File: src/design/gha_pkg.sv
`default_nettype none

package gha_pkg;

    localparam int SLOTS_DEFAULT = 256;
    localparam int CAP_W = 9;
    localparam int CAP_RESET = 256;
    localparam int GEN_W = 8;
    localparam int GEN_POS = 24;
    localparam int IDX_W = 24;
    localparam int HANDLE_W = 32;
    localparam int SIDX_W = 8;
    localparam int LIVE_W = 9;
    localparam logic [LIVE_W-1:0] LIVE_MAX = 9'h1FF;

    localparam logic [1:0] ST_OK    = 2'd0;
    localparam logic [1:0] ST_EMPTY = 2'd1;
    localparam logic [1:0] ST_BAD   = 2'd2;

    typedef enum logic [1:0] {
        KIND_ALLOC  = 2'd0,
        KIND_LOOKUP = 2'd1,
        KIND_FREE   = 2'd2,
        KIND_RESET  = 2'd3
    } kind_t;

    typedef enum logic [1:0] {
        RD_HEAD   = 2'd0,
        RD_HANDLE = 2'd1,
        RD_ZERO   = 2'd2,
        RD_NEXT   = 2'd3
    } rd_sel_t;

    typedef struct packed {
        logic    rd_en;
        rd_sel_t rd_sel;
        logic    capture;
        logic    wr_init;
        logic    wr_walk;
        logic    exec;
        kind_t   op;
        logic    cnt_inc;
        logic    cnt_clr;
    } cmd_t;

    typedef struct packed {
        logic init_last;
        logic walk_last;
    } sts_t;

    function automatic logic [GEN_W-1:0] next_gen(input logic [GEN_W-1:0] g);
        logic [GEN_W-1:0] n;
        begin
            n = g + 8'd1;
            next_gen = (n == 8'd0) ? 8'd1 : n;
        end
    endfunction

endpackage

`default_nettype wire

File: src/design/gha_ctrl.sv
`default_nettype none

module gha_ctrl (
    input  wire logic          clk,
    input  wire logic          rst_n,
    input  wire logic          req_valid,
    output logic               req_stall,
    input  wire logic [1:0]    kind,
    output logic               rsp_valid,
    input  wire logic          rsp_stall,
    input  wire gha_pkg::sts_t sts,
    output gha_pkg::cmd_t      cmd
);

    typedef enum logic [1:0] {
        S_INIT,
        S_IDLE,
        S_WALK,
        S_EXEC
    } state_t;

    state_t         state_reg, state_next;
    gha_pkg::kind_t kind_reg, kind_next;
    logic           out_valid_reg, out_valid_next;
    logic           out_free;
    gha_pkg::kind_t req_kind;

    assign req_kind  = gha_pkg::kind_t'(kind);
    assign out_free  = !out_valid_reg || !rsp_stall;
    assign req_stall = (state_reg != S_IDLE);
    assign rsp_valid = out_valid_reg;

    always_comb
    begin
        state_next     = state_reg;
        kind_next      = kind_reg;
        out_valid_next = out_valid_reg && rsp_stall;
        cmd            = '0;
        cmd.op         = kind_reg;
        cmd.rd_sel     = gha_pkg::RD_HANDLE;
        unique case (state_reg)
            S_INIT:
            begin
                cmd.wr_init = 1'b1;
                cmd.cnt_inc = 1'b1;
                if (sts.init_last)
                begin
                    cmd.cnt_clr = 1'b1;
                    state_next  = S_IDLE;
                end
            end
            S_IDLE:
            begin
                if (req_valid)
                begin
                    cmd.capture = 1'b1;
                    cmd.rd_en   = 1'b1;
                    cmd.cnt_clr = 1'b1;
                    kind_next   = req_kind;
                    unique case (req_kind)
                        gha_pkg::KIND_ALLOC:  cmd.rd_sel = gha_pkg::RD_HEAD;
                        gha_pkg::KIND_RESET:  cmd.rd_sel = gha_pkg::RD_ZERO;
                        default:              cmd.rd_sel = gha_pkg::RD_HANDLE;
                    endcase
                    state_next = (req_kind == gha_pkg::KIND_RESET) ? S_WALK : S_EXEC;
                end
            end
            S_WALK:
            begin
                // read the next slot while writing back the current one
                cmd.rd_en   = 1'b1;
                cmd.rd_sel  = gha_pkg::RD_NEXT;
                cmd.wr_walk = 1'b1;
                cmd.cnt_inc = 1'b1;
                if (sts.walk_last)
                begin
                    cmd.cnt_clr = 1'b1;
                    state_next  = S_EXEC;
                end
            end
            S_EXEC:
            begin
                // hold until the output register can take the result
                if (out_free)
                begin
                    cmd.exec       = 1'b1;
                    out_valid_next = 1'b1;
                    state_next     = S_IDLE;
                end
            end
            default:
            begin
                state_next = S_IDLE;
            end
        endcase
    end

    always_ff @(posedge clk or negedge rst_n)
    begin
        if (!rst_n)
        begin
            state_reg     <= S_INIT;
            kind_reg      <= gha_pkg::KIND_ALLOC;
            out_valid_reg <= 1'b0;
        end
        else
        begin
            state_reg     <= state_next;
            kind_reg      <= kind_next;
            out_valid_reg <= out_valid_next;
        end
    end

endmodule

`default_nettype wire

File: config.mk
export PLATFORM = sky130hd
export DESIGN_NAME = gha_ctrl
export DESIGN_NICKNAME = d
export VERILOG_FILES = /design/src/design/gha_pkg.sv /design/src/design/gha_ctrl.sv
export SDC_FILE = /design/constraint.sdc
export NUM_CORES = 1
export LEC_CHECK = 0
export BUFFER_PORTS_ARGS = -buffer_cell sky130_fd_sc_hd__buf_2
export CAP_MARGIN = 20
export CORE_AREA = 4 4 41 43
export DETAILED_ROUTE_END_ITERATION = 7
export DIE_AREA = 0 0 45 47
export GPL_ROUTABILITY_DRIVEN = 0
export HOLD_SLACK_MARGIN = 0.08
export PLACE_DENSITY_LB_ADDON = 0.15
export SLEW_MARGIN = 40
export SYNTH_ARGS = -nofsm -noshare
export SYNTH_HDL_FRONTEND = slang
export SYNTH_SLANG_ARGS = --single-unit
File: constraint.sdc
create_clock -name clk -period 2.5 [get_ports clk]
set_clock_uncertainty 0.1 [all_clocks]
set_input_delay 0.375 -clock clk [delete_from_list [all_inputs] [get_ports clk]]
set_output_delay 0.375 -clock clk [all_outputs]
set_load 0.02 [all_outputs]
==> metrics.csv <==
stage,metric,value,unit
status,status,"complete, no violations",
synth,yosysSeqAreaShare,0.287,
synth,yosys_warnings,0,
route,drt_iter0_markers,0,
power,p_sw_frac,0.483,
synth,synth_top_area_cell,dfrtp_1,
route,via_per_inst,4.46,
synth,synthArstFlopShare,1.00,
layout,num_antenna_cells,0,
layout,syn_to_final_growth,33.0,%
layout,drive_above_1_share,0.453,
placement,placedInstanceArea,544,um^2
critical_path,worstPathRequired,2030,ps
power,p_leak,0.318,nW
power,p_switching,0.000395,W
power,p_comb_frac,0.689,
global_route,overflow,0,
route,dr.pass1.iters,1,
die,start_util,0.336,
flow_run,cap_violations,0,
worst_hold_path,hp-class,in2reg,
timing,hold_viol,0,
global_route,use_met1,0.116,
synth,synth.most_common_cell,ha_1,
global_route,grt_pass1_wl,1.52,mm
synth,synth_area,437,um^2
placement,dp_hpwl,790,um
timing,slew_headroom,0.846,
clock_tree,cts_setup_buffers,0,
timing,fmax,488,MHz
global_route,use_met3,0.0115,
synth,ys_seq_elements,5,
die,die_area,2120,um^2
clock_tree,cts_buffers,3,
timing,slew_viol_final,0,
power,power.internal,0.000423,W
die,die_x,45,um
synth,synth_edf_count,0,
power,p_per_area,1410,nW/um^2
die,rows,13,
critical_path,crit_fanout,6,
route,via_count,352,
power,total_power,0.000818,W
critical_path,crit_path_start_kind,flip-flop,
layout,final_core_util,0.446,
power,vdd_drop_max,0.000444,V
route,drt_wl_total,902,um
placement,io_buffers,20,
critical_path,arrival,1570,ps
power,clkPwrFrac,0.111,
timing,min_period,2050,ps
route,route.detailed.drc,0,
die,ioPinCount,21,
global_route,busiest_layer,met2,
global_route,antenna_found_initial,0,
critical_path,worstSetupEndpointType,output port,
global_route,grt_usage,0.102,
synth,synthCells,40,
global_route,grt_max_degree,7,
synth,synth_top_area_frac,0.287,
synth,ys.flop_type,dfrtp_1,
timing,worst_slew_pin_slew,232,ps
clock_tree,cts_sinks,5,
clock_tree,clk_pin_slew_worst_paths,40,ps
timing,post-route-period-util,0.819,
layout,final_area,581,um^2
die,core,1300,um^2
timing,rsz0062_at_grt,no,
clock_tree,clk_latency,240,ps
die,die-height,47,um
clock_tree,cts_root_buf,clkbuf_4,
route,antenna_left,0,
timing,setup_tns,0,ps
clock_tree,htree_levels,1,
synth,syn_area_per_cell,10.9,um^2
synth,synthDistinctLibCells,20,
clock_tree,cts_tree,built,
global_route,grt_pass1_vias,369,
global_route,grt_util_met2,0.169,
critical_path,criticalPathCategory,reg2out,
layout,final_nets,82,
timing,setup_violations,0,
synth,synth_area_leaders,"dfrtp_1 29%, ha_1 26%, mux2_4 6.9%",
synth,synth_nets,57,
synth,synthTopCellsByCount,"9 x ha_1, 5 x dfrtp_1, 4 x inv_1",
route,wl_per_cell,11.4,um
clock_tree,clockBufferDepth,2,
power,seqPwrFrac,0.199,
## power groups by stage
stage / sequential [W] / combinational, W / clock (W)
6_report: 0.000163 / 0.000564 / 0.0000910
5_1_grt: 0.000171 / 0.000622 / 0.000100
4_1_cts: 0.000164 / 0.000578 / 0.0000975
3_5_place_dp: 0.000166 / 0.000574 / 0
3_3_place_gp: 0.000166 / 0.000578 / 0
2_1_floorplan: 0.000191 / 0.000387 / 0
## logic make-up (layout without fill, tap and decap cells)
family / after synthesis / in the layout / synth area share
buffers and inverters: 5 / 29 / 0.0602
AND/OR/NAND/NOR: 9 / 9 / 0.132
AO/OA/AOI/OAI: 8 / 8 / 0.143
multiplexers: 4 / 4 / 0.120
adder cells (fa/ha/maj): 9 / 9 / 0.258
flip-flops: 5 / 5 / 0.287
## layer usage
layer / part of all wire / wire length, um
met3: 0.058 / 52
met4: 0 / 0
met2: 0.51 / 458
met5: 0 / 0
met1: 0.43 / 391
## through the flow
stage	setup WS [ps]	hold WS (ps)	cells
2_1_floorplan	748	-20.6	40
3_3_place_gp	693	93.4	74
3_5_place_dp	687	92.9	74
4_1_cts	413	258	79
5_1_grt	294	269	79
6_report	452	268	79
## cells in the final DEF (no fill, tap or decap)
| cell type | count |
|---|---|
| inv_1 | 4 |
| mux2_4 | 2 |
| buf_2 | 20 |
| a221oi_1 | 1 |
| a31oi_1 | 1 |
| or2_2 | 1 |
| nand3_1 | 1 |
| a21boi_0 | 1 |
| dlygate4sd3_1 | 1 |
| dfrtp_1 | 5 |
| o2111ai_2 | 1 |
| ha_1 | 9 |
| clkbuf_1 | 1 |
| o21ai_0 | 2 |
| and2_4 | 1 |
| o21a_1 | 1 |
| clkbuf_4 | 3 |
| a21o_1 | 1 |
| nand2b_2 | 1 |
| nor2_1 | 1 |
| nand2b_1 | 1 |
| nor2b_1 | 3 |
| mux2_1 | 2 |
## critical path: stages (launching register included)
cell      delay [ps]
dfrtp_1          430
inv_1            110
ha_1             200
and2_4           160
a221oi_1         210
nor2_1            60
buf_2            160
## what timing repair did
action	CTS	global route
hold buffers	1	0
resized for setup	0	0
endpoints found under the setup margin	0	0
hold endpoints to repair	5	0
## path summary, 6_finish.rpt
path	startpoint	end	slack (ps)	cells past startpoint
max	state_reg[1]$_DFFE_PN0P_	cmd[0]	450	6
max reg2reg	state_reg[1]$_DFFE_PN0P_	state_reg[0]$_DFFE_PN0P_	840	5
min reg2reg	kind_reg[1]$_DFFE_PN0P_	kind_reg[1]$_DFFE_PN0P_	400	1
min	rsp_stall	rsp_valid$_DFF_PN0_	270	2
max in group asynchronous	rst_n	rsp_valid$_DFF_PN0_	1790	2
min in group asynchronous	rst_n	state_reg[1]$_DFFE_PN0P_	380	2
## layout make-up
cell class	count	area, um^2
Fill cell	136	721
Multi-Input combinational cell	30	285
Sequential cell	5	125
Timing Repair Buffer	21	110
Clock buffer	4	26.3
Tap cell	15	18.8
Inverter	4	15.0
Note: power is estimated with default switching activity, not from simulation.
